<file path="config.mk">
export PLATFORM = sky130hd
export DESIGN_NAME = goldbach_partition_lister_unit_flat
export DESIGN_NICKNAME = d
export VERILOG_FILES = /design/src/sv/gbl_pkg.sv /design/src/sv/gbl_if.sv /design/src/sv/goldbach_partition_lister_unit.sv /design/src/sv/gbl_ctrl.sv /design/src/sv/gbl_dp.sv /design/src/flat_wrapper.sv
export SDC_FILE = /design/constraint.sdc
export NUM_CORES = 1
export LEC_CHECK = 0
export ABC_AREA = 1
export BUFFER_PORTS_ARGS = -buffer_cell sky130_fd_sc_hd__buf_2
export CORE_MARGIN = 1.5
export CORE_UTILIZATION = 57
export CTS_CLUSTER_SIZE = 24
export DETAILED_ROUTE_END_ITERATION = 7
export MAX_ROUTING_LAYER = met4
export PLACE_DENSITY = 0.86
export SLEW_MARGIN = 10
export SYNTH_ARGS = -nofsm -noshare
export SYNTH_HDL_FRONTEND = slang
export SYNTH_SLANG_ARGS = --single-unit
export TNS_END_PERCENT = 10
</file>
<file path="constraint.sdc">
create_clock -name clk -period 8.11 [get_ports clk]
set_input_delay 1.622 -clock clk [delete_from_list [all_inputs] [get_ports clk]]
set_output_delay 1.622 -clock clk [all_outputs]
set_load 0.005 [all_outputs]
</file>
<file path="src/sv/gbl_pkg.sv">
`timescale 1ns / 1ps
// Shared types and constants for the Goldbach partition lister.
// No dependencies; compiled first.
package gbl_pkg;

  localparam int N_W   = 9;  // input number
  localparam int SP_W  = 8;  // smaller prime
  localparam int LP_W  = 9;  // larger prime
  localparam int D_W   = 5;  // trial divisor, reaches 23 at most
  localparam int REM_W = 5;  // remainder, always below the divisor
  localparam int CNT_W = 7;  // pair count, holds MAX_RES itself

  localparam logic [CNT_W-1:0] MAX_RES     = 7'd64;
  localparam logic [N_W-1:0]   FIRST_PRIME = 9'd2;

  typedef enum logic [2:0] {
    ST_IDLE,
    ST_CAND,
    ST_DIV_HI,
    ST_DIV_LO,
    ST_PAIR,
    ST_FLUSH
  } state_t;

  typedef struct packed {
    logic load;
    logic start_test;
    logic sel_large;
    logic next_cand;
    logic div_hi;
    logic inc_d;
    logic record_pair;
    logic push_final;
  } cmd_t;

  typedef struct packed {
    logic cand_end;
    logic sel_j;
    logic v_lt2;
    logic sq_gt;
    logic rem_zero;
    logic has_pend;
    logic out_free;
    logic cnt_full;
  } stat_t;

endpackage

</file>
<file path="src/sv/gbl_if.sv">
`timescale 1ns / 1ps
// Request channels of the Goldbach partition lister: number in, pair out.
// Depends on gbl_pkg for the field widths.
interface gbl_in_if
  import gbl_pkg::*;
();
  logic           valid;
  logic           ready;
  logic [N_W-1:0] n;

  modport source (output valid, output n, input ready);
  modport sink (input valid, input n, output ready);
endinterface

interface gbl_out_if
  import gbl_pkg::*;
();
  logic            valid;
  logic            ready;
  logic [SP_W-1:0] small_prime;
  logic [LP_W-1:0] large_prime;
  logic            found;
  logic            last;

  modport source (output valid, output small_prime, output large_prime, output found,
                  output last, input ready);
  modport sink (input valid, input small_prime, input large_prime, input found,
                input last, output ready);
endinterface

</file>
<file path="src/sv/goldbach_partition_lister_unit.sv">
`timescale 1ns / 1ps
// Search: each candidate is set up, then each trial divisor takes the remainder in
//   two 5-bit slices (high, then low), tried on i and then on n-i.
// Throughput: one number at a time; the next is taken once its final result is in
//   the output register, which then holds while the next search runs.
// Reset (synchronous, active low) idles the sequencer and drops any held result.
// Depends on gbl_pkg, gbl_if, gbl_ctrl and gbl_dp.
module goldbach_partition_lister_unit
  import gbl_pkg::*;
#(
  parameter int MAX_N = 512
) (
  input  logic             clk,
  input  logic             rst_n,
  gbl_in_if.sink           in_chan,
  gbl_out_if.source        out_chan
);

  cmd_t  cmd;
  stat_t stat;

  gbl_ctrl u_ctrl (
    .clk      (clk),
    .rst_n    (rst_n),
    .in_valid (in_chan.valid),
    .in_ready (in_chan.ready),
    .stat     (stat),
    .cmd      (cmd)
  );

  gbl_dp #(
    .MAX_N (MAX_N)
  ) u_dp (
    .clk             (clk),
    .rst_n           (rst_n),
    .cmd             (cmd),
    .stat            (stat),
    .in_n            (in_chan.n),
    .out_valid       (out_chan.valid),
    .out_ready       (out_chan.ready),
    .out_small_prime (out_chan.small_prime),
    .out_large_prime (out_chan.large_prime),
    .out_found       (out_chan.found),
    .out_last        (out_chan.last)
  );

endmodule

</file>
<file path="src/sv/gbl_ctrl.sv">
`timescale 1ns / 1ps
// Sequencer of the partition search: walks candidates, trial divisors and output pushes.
// Depends on gbl_pkg for state, command and status types.
module gbl_ctrl
  import gbl_pkg::*;
(
  input  logic  clk,
  input  logic  rst_n,
  input  logic  in_valid,
  output logic  in_ready,
  input  stat_t stat,
  output cmd_t  cmd
);

  state_t state_r, state_nxt;

  always_ff @(posedge clk) begin
    if (!rst_n) begin
      state_r <= ST_IDLE;
    end else begin
      state_r <= state_nxt;
    end
  end

  always_comb begin
    state_nxt = state_r;
    cmd       = '0;
    in_ready  = 1'b0;
    case (state_r)
      ST_IDLE: begin
        in_ready = 1'b1;
        if (in_valid) begin
          cmd.load  = 1'b1;
          state_nxt = ST_CAND;
        end
      end
      ST_CAND: begin
        if (!stat.sel_j && stat.cand_end) begin
          state_nxt = ST_FLUSH;
        end else if (stat.v_lt2) begin
          cmd.next_cand = 1'b1;
        end else begin
          cmd.start_test = 1'b1;
          state_nxt      = ST_DIV_HI;
        end
      end
      ST_DIV_HI: begin
        if (stat.sq_gt) begin
          // value is prime: test the partner next, or record the pair
          if (!stat.sel_j) begin
            cmd.sel_large = 1'b1;
            state_nxt     = ST_CAND;
          end else begin
            state_nxt = ST_PAIR;
          end
        end else begin
          cmd.div_hi = 1'b1;
          state_nxt  = ST_DIV_LO;
        end
      end
      ST_DIV_LO: begin
        if (stat.rem_zero) begin
          cmd.next_cand = 1'b1;
          state_nxt     = ST_CAND;
        end else begin
          cmd.inc_d = 1'b1;
          state_nxt = ST_DIV_HI;
        end
      end
      ST_PAIR: begin
        if (stat.cnt_full) begin
          state_nxt = ST_FLUSH;
        end else if (!stat.has_pend || stat.out_free) begin
          cmd.record_pair = 1'b1;
          cmd.next_cand   = 1'b1;
          state_nxt       = ST_CAND;
        end
      end
      ST_FLUSH: begin
        if (stat.out_free) begin
          cmd.push_final = 1'b1;
          state_nxt      = ST_IDLE;
        end
      end
      default: begin
        state_nxt = ST_IDLE;
      end
    endcase
  end

endmodule

</file>
<file path="src/sv/gbl_dp.sv">
`timescale 1ns / 1ps
// Datapath: candidate and divisor registers, sliced remainder unit, pending pair
// and output register. Depends on gbl_pkg; driven by gbl_ctrl commands.
module gbl_dp
  import gbl_pkg::*;
#(
  parameter int MAX_N = 512
) (
  input  logic            clk,
  input  logic            rst_n,
  input  cmd_t            cmd,
  output stat_t           stat,
  input  logic [N_W-1:0]  in_n,
  output logic            out_valid,
  input  logic            out_ready,
  output logic [SP_W-1:0] out_small_prime,
  output logic [LP_W-1:0] out_large_prime,
  output logic            out_found,
  output logic            out_last
);

  localparam logic [N_W+1:0] MAX_N_W = (N_W+2)'(MAX_N);

  // Five restoring-division steps over one slice of the dividend.
  function automatic logic [REM_W-1:0] rem_steps(input logic [REM_W-1:0] r_in,
                                                 input logic [4:0]       bits,
                                                 input logic [D_W-1:0]   dv);
    logic [REM_W:0] r;
    r = {1'b0, r_in};
    for (int k = 4; k >= 0; k--) begin
      r = {r[REM_W-1:0], bits[k]};
      if (r >= {1'b0, dv}) begin
        r = r - {1'b0, dv};
      end
    end
    return r[REM_W-1:0];
  endfunction

  logic [N_W-1:0]   n_r;
  logic [N_W-1:0]   i_r;
  logic             sel_j_r;
  logic [D_W-1:0]   d_r;
  logic [REM_W-1:0] rem_r;
  logic [CNT_W-1:0] cnt_r;
  logic             pend_valid_r;
  logic [SP_W-1:0]  pend_sp_r;
  logic [LP_W-1:0]  pend_lp_r;
  logic             out_valid_r;
  logic [SP_W-1:0]  out_sp_r;
  logic [LP_W-1:0]  out_lp_r;
  logic             out_found_r;
  logic             out_last_r;

  logic [N_W-1:0]   v;
  logic [N_W:0]     vx;
  logic [2*D_W-1:0] sq;
  logic [REM_W-1:0] rem_hi;
  logic [REM_W-1:0] rem_lo;
  logic             n_ok;
  logic             out_free;
  logic             push_mid;
  logic             push;

  assign v      = sel_j_r ? (n_r - i_r) : i_r;
  assign vx     = {1'b0, v};
  assign sq     = {{D_W{1'b0}}, d_r} * {{D_W{1'b0}}, d_r};
  assign rem_hi = rem_steps('0, vx[9:5], d_r);
  assign rem_lo = rem_steps(rem_r, vx[4:0], d_r);
  assign n_ok   = (n_r > FIRST_PRIME) && !n_r[0] && ({2'b00, n_r} < MAX_N_W);

  assign out_free = !out_valid_r || out_ready;
  assign push_mid = cmd.record_pair && pend_valid_r;
  assign push     = push_mid || cmd.push_final;

  assign stat.cand_end = (i_r > {1'b0, n_r[N_W-1:1]}) || !n_ok;
  assign stat.sel_j    = sel_j_r;
  assign stat.v_lt2    = v < FIRST_PRIME;
  assign stat.sq_gt    = sq > {1'b0, v};
  assign stat.rem_zero = rem_lo == '0;
  assign stat.has_pend = pend_valid_r;
  assign stat.out_free = out_free;
  assign stat.cnt_full = cnt_r == MAX_RES;

  always_ff @(posedge clk) begin
    if (!rst_n) begin
      sel_j_r      <= 1'b0;
      cnt_r        <= '0;
      pend_valid_r <= 1'b0;
      out_valid_r  <= 1'b0;
    end else begin
      if (cmd.load) begin
        sel_j_r      <= 1'b0;
        cnt_r        <= '0;
        pend_valid_r <= 1'b0;
      end
      if (cmd.sel_large) begin
        sel_j_r <= 1'b1;
      end
      if (cmd.next_cand) begin
        sel_j_r <= 1'b0;
      end
      if (cmd.record_pair) begin
        cnt_r        <= cnt_r + 1'b1;
        pend_valid_r <= 1'b1;
      end
      if (cmd.push_final) begin
        pend_valid_r <= 1'b0;
      end
      if (push) begin
        out_valid_r <= 1'b1;
      end else if (out_ready) begin
        out_valid_r <= 1'b0;
      end
    end
  end

  always_ff @(posedge clk) begin
    if (cmd.load) begin
      n_r <= in_n;
      i_r <= FIRST_PRIME;
    end else if (cmd.next_cand) begin
      i_r <= i_r + 1'b1;
    end
    if (cmd.start_test) begin
      d_r <= D_W'(FIRST_PRIME);
    end else if (cmd.inc_d) begin
      d_r <= d_r + 1'b1;
    end
    if (cmd.div_hi) begin
      rem_r <= rem_hi;
    end
    if (cmd.record_pair) begin
      pend_sp_r <= i_r[SP_W-1:0];
      pend_lp_r <= v;
    end
    if (push_mid) begin
      out_sp_r    <= pend_sp_r;
      out_lp_r    <= pend_lp_r;
      out_found_r <= 1'b1;
      out_last_r  <= 1'b0;
    end else if (cmd.push_final) begin
      // close the run: pending pair if any, otherwise the empty result
      out_sp_r    <= pend_valid_r ? pend_sp_r : '0;
      out_lp_r    <= pend_valid_r ? pend_lp_r : '0;
      out_found_r <= pend_valid_r;
      out_last_r  <= 1'b1;
    end
  end

  assign out_valid       = out_valid_r;
  assign out_small_prime = out_sp_r;
  assign out_large_prime = out_lp_r;
  assign out_found       = out_found_r;
  assign out_last        = out_last_r;

  a_mid_push_free: assert property (@(posedge clk) disable iff (!rst_n)
    push_mid |-> out_free)
    else $error("pair pushed over an unread result");

  a_final_push_free: assert property (@(posedge clk) disable iff (!rst_n)
    cmd.push_final |-> out_free)
    else $error("final result pushed over an unread result");

  a_final_closes: assert property (@(posedge clk) disable iff (!rst_n)
    cmd.push_final |=> (!pend_valid_r && out_valid_r && out_last_r))
    else $error("run not closed after final push");

  a_cnt_bound: assert property (@(posedge clk) disable iff (!rst_n)
    cnt_r <= MAX_RES)
    else $error("pair count past limit");

  a_load_clears: assert property (@(posedge clk) disable iff (!rst_n)
    cmd.load |=> (!pend_valid_r && cnt_r == '0))
    else $error("new number started with stale pair");

endmodule
</file>
<file path="src/flat_wrapper.sv">
// flat-port wrapper written by rule: the top's interface ports become plain ports
module goldbach_partition_lister_unit_flat import gbl_pkg::*;
#(
  parameter int MAX_N = 512
)
  (clk, rst_n, in_chan_valid, in_chan_n, in_chan_ready, out_chan_valid, out_chan_small_prime, out_chan_large_prime, out_chan_found, out_chan_last, out_chan_ready);
  gbl_in_if in_chan_i ();
  gbl_out_if out_chan_i ();
  input  logic clk;
  input  logic rst_n;
  input wire logic [$bits(in_chan_i.valid)-1:0] in_chan_valid;
  input wire logic [$bits(in_chan_i.n)-1:0] in_chan_n;
  output wire logic [$bits(in_chan_i.ready)-1:0] in_chan_ready;
  output wire logic [$bits(out_chan_i.valid)-1:0] out_chan_valid;
  output wire logic [$bits(out_chan_i.small_prime)-1:0] out_chan_small_prime;
  output wire logic [$bits(out_chan_i.large_prime)-1:0] out_chan_large_prime;
  output wire logic [$bits(out_chan_i.found)-1:0] out_chan_found;
  output wire logic [$bits(out_chan_i.last)-1:0] out_chan_last;
  input wire logic [$bits(out_chan_i.ready)-1:0] out_chan_ready;
  assign in_chan_i.valid = in_chan_valid;
  assign in_chan_i.n = in_chan_n;
  assign in_chan_ready = in_chan_i.ready;
  assign out_chan_valid = out_chan_i.valid;
  assign out_chan_small_prime = out_chan_i.small_prime;
  assign out_chan_large_prime = out_chan_i.large_prime;
  assign out_chan_found = out_chan_i.found;
  assign out_chan_last = out_chan_i.last;
  assign out_chan_i.ready = out_chan_ready;
  goldbach_partition_lister_unit #(.MAX_N(MAX_N)) u_core (.clk(clk), .rst_n(rst_n), .in_chan(in_chan_i), .out_chan(out_chan_i));
endmodule
</file>
Yosys cells after proc, flatten, opt, wreduce, memory -nomap -nowiden:

Cells that the tools add are included.

* $add $sub $neg: 14
* reductions and logical operators: 21
* $mul: 1
* multiplexer cells: 56
* eq/ne operators: 10
* bitwise operators: 1
* order comparisons: 14

Operator list (number)
* 6-bit by 5-bit greater-or-equal comparator with 1-bit output: 9
* 5-bit 2-to-1 mux: 10
* 5-bit subtractor: 9
* 9-bit 2-to-1 mux: 4
* 1-bit 2-to-1 mux: 26
* 3-bit 2-to-1 mux: 8
* 8-bit 2-to-1 mux: 3
* 3-bit case mux with 6 select lines: 1
* 7-bit 2-to-1 mux: 2
* 10-bit by 9-bit > comparator with 1-bit output: 1
* 5-bit by 5-bit multiplier with 10-bit output: 1
* 9-bit by 1-bit adder with 9-bit output (second input constant): 1
* 9-bit by 2-bit > comparator with 1-bit output (second input constant): 1
* 9-bit by 8-bit > comparator with 1-bit output: 1
* 9-bit by 2-bit < comparator with 1-bit output (second input constant): 1
* 9-bit subtractor: 1
* 2-bit nonzero test: 4
* 7-bit by 1-bit adder with 7-bit output (second input constant): 1
* 7-bit == test (second input constant): 1
* 3-bit by 2-bit == test with 1-bit output (second input constant): 2
* 3-bit == test (second input constant): 2
* 5-bit by 1-bit adder with 5-bit output (second input constant): 1
* 1-bit by 5-bit greater-or-equal comparator with 1-bit output (first input constant): 1
* 1-bit logical NOT: 5
* 14 further kinds: 21

* word-level logic and storage cells: 132
* bits of input ports: 13
* register bits: 77
* output and inout bits: 21

Depth between registers and ports, before layout:

* depth after elaboration: 16
* depth in mapped cells: 61
* depth with buffers taken out: 60

Cells and area by module:

A second synthesis with hierarchy kept.

* cells, all modules: 865
* area, all modules: 6821.5 um^2

By module, submodules not included
* gbl_dp: area an instance 6490.0 um^2, seq. area each 1961.9 um^2, cells an instance 802, times used 1
* gbl_ctrl: area an instance 331.6 um^2, seq. area each 60.1 um^2, cells an instance 63, times used 1

Worst setup path before layout:

Ideal clock, no wire load.

* path type: register to register
* start point: register u_core.u_dp.n_r[0]
* end point: register u_core.u_dp.i_r[0]
* required time: 7.959 ns
* slack: 0.248 ns
* stages on the path, launching flop included: 56
* clock period less this slack: 7.862 ns
* data arrival time: 7.712 ns
* buffers on the path: 1
* setup time: 0.151 ns
* path through: edfxtp_1 -> inv_1 -> ha_1 -> inv_1 -> fa_1 -> nand3_1 -> nand3_1 -> nand3_2 -> nand3_4 -> fa_1 -> nand2_1 -> o211ai_2 -> inv_2 -> nand2_4 -> nand2_1 -> nand2_1 -> ha_1 -> nand2_1 -> [20 not listed] -> nand2_1 -> nand2_1 -> inv_1 -> nand3_4 -> nand2_2 -> nand2_1 -> inv_1 -> fa_1 -> o21ai_0 -> o21bai_1 -> a21oi_1 -> nand3_1 -> nand3_1 -> nand2_2 -> nand2_2 -> buf_6 -> nand3_1 -> a21oi_1

* cells in the longest elaborated chain, start to end: 15
* elaborated cells on any way between the ends: 29
* classes of those cells: add/sub: 6; order compare: 7; mux: 10; reduce/logical: 6

Ends and longest elaborated chain
* start, declared: line gbl_dp.sv:39 `logic [N_W-1:0] n_r;`
* start signal, assigned: line gbl_dp.sv:119 `n_r <= in_n;`
* 9-bit subtractor: line gbl_dp.sv:64 `assign v = sel_j_r ? (n_r - i_r) : i_r;`
* 9-bit 2-to-1 mux: line gbl_dp.sv:64
* 5-bit subtractor or 6-bit by 5-bit greater-or-equal comparator with 1-bit output (tied branches): line gbl_dp.sv:33, gbl_dp.sv:32
* 5-bit 2-to-1 mux: line gbl_dp.sv:32 `if (r >= {1'b0, dv}) begin`
* 5-bit subtractor or 6-bit by 5-bit greater-or-equal comparator with 1-bit output (tied branches): line gbl_dp.sv:33, gbl_dp.sv:32
* 5-bit 2-to-1 mux: line gbl_dp.sv:32
* 5-bit subtractor or 6-bit by 5-bit greater-or-equal comparator with 1-bit output (tied branches): line gbl_dp.sv:33, gbl_dp.sv:32
* 5-bit 2-to-1 mux: line gbl_dp.sv:32
* 5-bit subtractor or 6-bit by 5-bit greater-or-equal comparator with 1-bit output (tied branches): line gbl_dp.sv:33, gbl_dp.sv:32
* 5-bit 2-to-1 mux: line gbl_dp.sv:32
* 5-bit subtractor or 6-bit by 5-bit greater-or-equal comparator with 1-bit output (tied branches): line gbl_dp.sv:33, gbl_dp.sv:32
* 5-bit 2-to-1 mux: line gbl_dp.sv:32
* 5-bit logical NOT: line gbl_dp.sv:79 `assign stat.rem_zero = rem_lo == '0;`
* 1-bit 2-to-1 mux: line gbl_ctrl.sv:62 `if (stat.rem_zero) begin`
* 1-bit case mux with 3 select lines *: line gbl_ctrl.sv:29 `case (state_r)`
* end signal, assigned: line gbl_dp.sv:122 `i_r <= i_r + 1'b1;`
* end, declared: line gbl_dp.sv:40 `logic [N_W-1:0] i_r;`

Every way passes the cells marked *; elsewhere a longest branch is shown, timed or not.
A chain may end at the register's enable or synchronous reset.

Final worst setup path:

* start point: register u_core.u_dp.n_r[0]
* end point: register u_core.u_dp.i_r[4]

Same word-level chain as after synthesis.

==> reports/results.tsv <==
stage	metric	value	unit
sta	worst_pin_slew	1.42	ns
critical_path	critPathMaxStageDelay	0.38	ns
cts	htree_levels	3	
routing	final_antenna_net_count	0	
critical_path	end_kind	flip-flop	
floorplan	initial_core_util	59.1	%
cts	cts_buffer_depth	2	
synth	async_flop_share	0	%
critical_path	cp.required	8.39	ns
floorplan	die_height	113	um
grt	grt_pass1_wl	28.2	mm
cts	cts_buffers	9	
critical_path	r2r_slack	-0.12	ns
critical_path	crit_top_cell	nand2_2	
grt	track_usage	28.5	%
outcome	violations	design-rule violations, negative setup slack	
routing	routed_wl	19.2	mm
grt	gr-max-usage-layer	met2	
sta	slew_headroom	4.86	%
grt	grt_use_met3	5.51	%
synth	synth-simple-area-share	24.8	%
sta	hold_ws	0.482	ns
synth	yosysTopAreaCell	edfxtp_1	
cts	hold_buffers	0	
place	hpwl	12.7	mm
synth	yosys.area.top_type_share	21.1	%
floorplan	die-area	0.0127	sq mm
place	place_congestion	0.995	
sta	fmax	121	MHz
routing	vias	6641	
synth	ys.flop_type	edfxtp_1	
sta	finalSetupViolations	13	
grt	grt_use_met1	34.7	%
grt	gr-total-overflow	0	
synth	synth.net_count	987	
synth	synth_common_cells	194 x nand2_1, 148 x inv_1, 84 x ha_1, 59 x nor2_1, 53 x a21oi_1	
floorplan	die_x	113	um
critical_path	cpMaxStageDelayCell	edfxtp_1	
sta	layout_worst_path_cycle_share	102	%
synth	avgSynthCellArea	7.80	sq um
place	io_buffers	33	
hold_path	hold_class	reg2reg	
grt	use_met2	46.4	%
sta	rsz0062_at_grt	true	
synth	yosysSeqAreaShare	29.6	%
synth	synth_mux_area_share	0	%
synth	synth.area.top_cells	edfxtp_1 21%, ha_1 15%, nand2_1 11%	
grt	grt_pass1_vias	6211	
cts	tritoncts	built	
critical_path	cp-endpoint	u_core.u_dp.i_r[4]	
cts	clkLatencyLatePin	0.35	ns
sta	slew_viol_final	0	
final_layout	drive_above_1_share	27.1	%
synth	synth-adder-area-share	19.2	%
sta	fin_crit	8.23	ns
hold_path	min_from	u_core.u_dp.cnt_r[6]	
critical_path	cp-startpoint	u_core.u_dp.n_r[0]	
critical_path	critPathLaunchType	flip-flop	
critical_path	cp.arrival	8.52	ns
routing	drt_first_iter_violations	560	
outcome	outcome	finished, violations left	
critical_path	critPathKind	reg2reg	
sta	hold_viol	0	
critical_path	reg2regPathDepth	56	
routing	wire_per_inst	16.7	um
critical_path	timing.rr.end	u_core.u_dp.i_r[4]	
critical_path	r2r-start	u_core.u_dp.n_r[0]	
synth	syn_area	0.00684	sq mm
grt	grt_max_degree	23	
routing	drc	2	
flow_run	max_cap_violations	0	
synth	synth_top_family_by_area	simple AND/OR/NAND/NOR gates	
floorplan	io_pins	34	
cts	clock-root-buffer	clkbuf_16	
synth	ys_warn_count	0	
synth	synth.distinct_cells	55	
synth	syn_inst	877	
cts	clk_pin_slew	0.07	ns
final_layout	area_growth	25.8	%
synth	post-synth-top-count-cell	nand2_1	
synth	synthXorXnorAreaFrac	5.25	%
sta	finalClockSkew	0.00808	ns
synth	synth_compound_area_share	12.2	%
sta	fin_ws	-0.124	ns
routing	first_pass_iters	8	
floorplan	core-area	0.0116	sq mm
final_layout	antenna_cells	0	
synth	ys_ff_latch	77	
grt	antenna_found_initial	0	
final_layout	fin_nets	1112	
sta	fin_tns_setup	-1.21	ns
synth	synth_enable_flop_cells	48	
routing	drt-vias-per-instance	5.77	
cts	numClockSinks	77	
critical_path	path_max_fanout	6	
floorplan	rows	39	
[cell type report]
| cell class | count | area (sq um) |
|---|---|---|
| clock buffer | 9 | 225 |
| multi-input combinational | 639 | 4680 |
| fill | 794 | 2960 |
| tap | 143 | 179 |
| timing repair buffer | 121 | 853 |
| sequential | 77 | 2020 |
| clock inverter | 7 | 63.8 |
| inverter | 154 | 578 |
[critical path: cells and delay by family, from the launching register on]
kind | cells | cell delay [ns]
AND/OR/NAND/NOR | 26 | 2.62
buffers and inverters | 7 | 0.62
AO/OA/AOI/OAI | 15 | 2.47
adder cells (fa/ha/maj) | 7 | 1.85
flip-flops | 1 | 0.38
XOR/XNOR | 1 | 0.19
[through the flow]
step                cell area (sq um)  setup slack [ns]  instances  utilization [%]
floorplan                        6840             0.248        877                -
global placement                 7490           0.00983       1090             64.7
detailed placement               7490            -0.407       1090             64.7
CTS                              7890          0.000568       1115             68.2
global route                     8600            -0.504       1150             74.4
finish                           8600            -0.124       1150             74.4
[cells by family after synthesis]
kind of cell             after synthesis
flip-flops                            77
buffers and inverters                163
adder cells (fa/ha/maj)               97
AO/OA/AOI/OAI                        137
AND/OR/NAND/NOR                      362
XOR/XNOR                              41
[worst min-delay path by stage]
| stage | to | slack, ns | cells past startpoint |
|---|---|---|---|
| after floorplan | u_core.u_dp.cnt_r[6] | 0.44 | 2 |
| after detailed placement | u_core.u_dp.cnt_r[6] | 0.47 | 2 |
| after global routing | u_core.u_dp.cnt_r[6] | 0.51 | 2 |
| final | u_core.u_dp.cnt_r[6] | 0.48 | 2 |
| after CTS | u_core.u_dp.cnt_r[6] | 0.48 | 2 |
| after global placement | u_core.u_dp.cnt_r[6] | 0.45 | 2 |
[registers in the layout, summed over array words and instances, names as in the netlist]
name / flops
u_core.u_ctrl.state_r: 3
u_core.u_dp.cnt_r: 7
u_core.u_dp.d_r: 5
u_core.u_dp.i_r: 9
u_core.u_dp.n_r: 9
u_core.u_dp.out_found: 1
u_core.u_dp.out_large_prime: 9
u_core.u_dp.out_last: 1
u_core.u_dp.out_small_prime: 8
u_core.u_dp.out_valid: 1
u_core.u_dp.pend_lp_r: 9
u_core.u_dp.pend_sp_r: 8
u_core.u_dp.pend_valid_r: 1
u_core.u_dp.rem_r: 5
u_core.u_dp.sel_j_r: 1
[per-layer routing]
metal / share of wire (%) / vias up
met4: 4.6 / 0
met3: 6.8 / 100
li1: - / 3158
met2: 48 / 307
met1: 41 / 3076
met5: 0 / -
[repair_timing]
action / in CTS / in global routing
setup endpoints to repair: 19 / 22
pin swaps: 5 / 62
setup buffers: 8 / 34
resized for setup: 12 / 105
gates cloned: 1 / 1
[cell usage in the layout (no fill, tap or decap), types with 4 or more instances in the layout]
master	Yosys	layout
ha_4	0	9
nand4_1	9	9
a21oi_1	53	40
buf_6	1	4
dfxtp_1	29	29
nor3_1	13	13
xor2_1	28	28
nand3_1	42	35
o21ai_1	3	9
a21oi_2	2	14
inv_2	5	10
nand3_4	5	7
buf_4	0	83
nand2_1	194	170
xnor2_1	13	12
ha_1	84	74
a21o_1	4	4
inv_1	148	143
nand3_2	5	10
clkbuf_16	0	9
nor2_2	6	6
fa_2	0	9
nand2_4	5	11
nand2_2	12	29
o21ai_2	1	8
fa_1	13	4
buf_2	1	33
nor2_1	59	58
o21ai_0	41	28
edfxtp_1	48	48
Power is not shown: default switching activity piles up to over one toggle a cycle in this logic, so the estimate is an artifact.
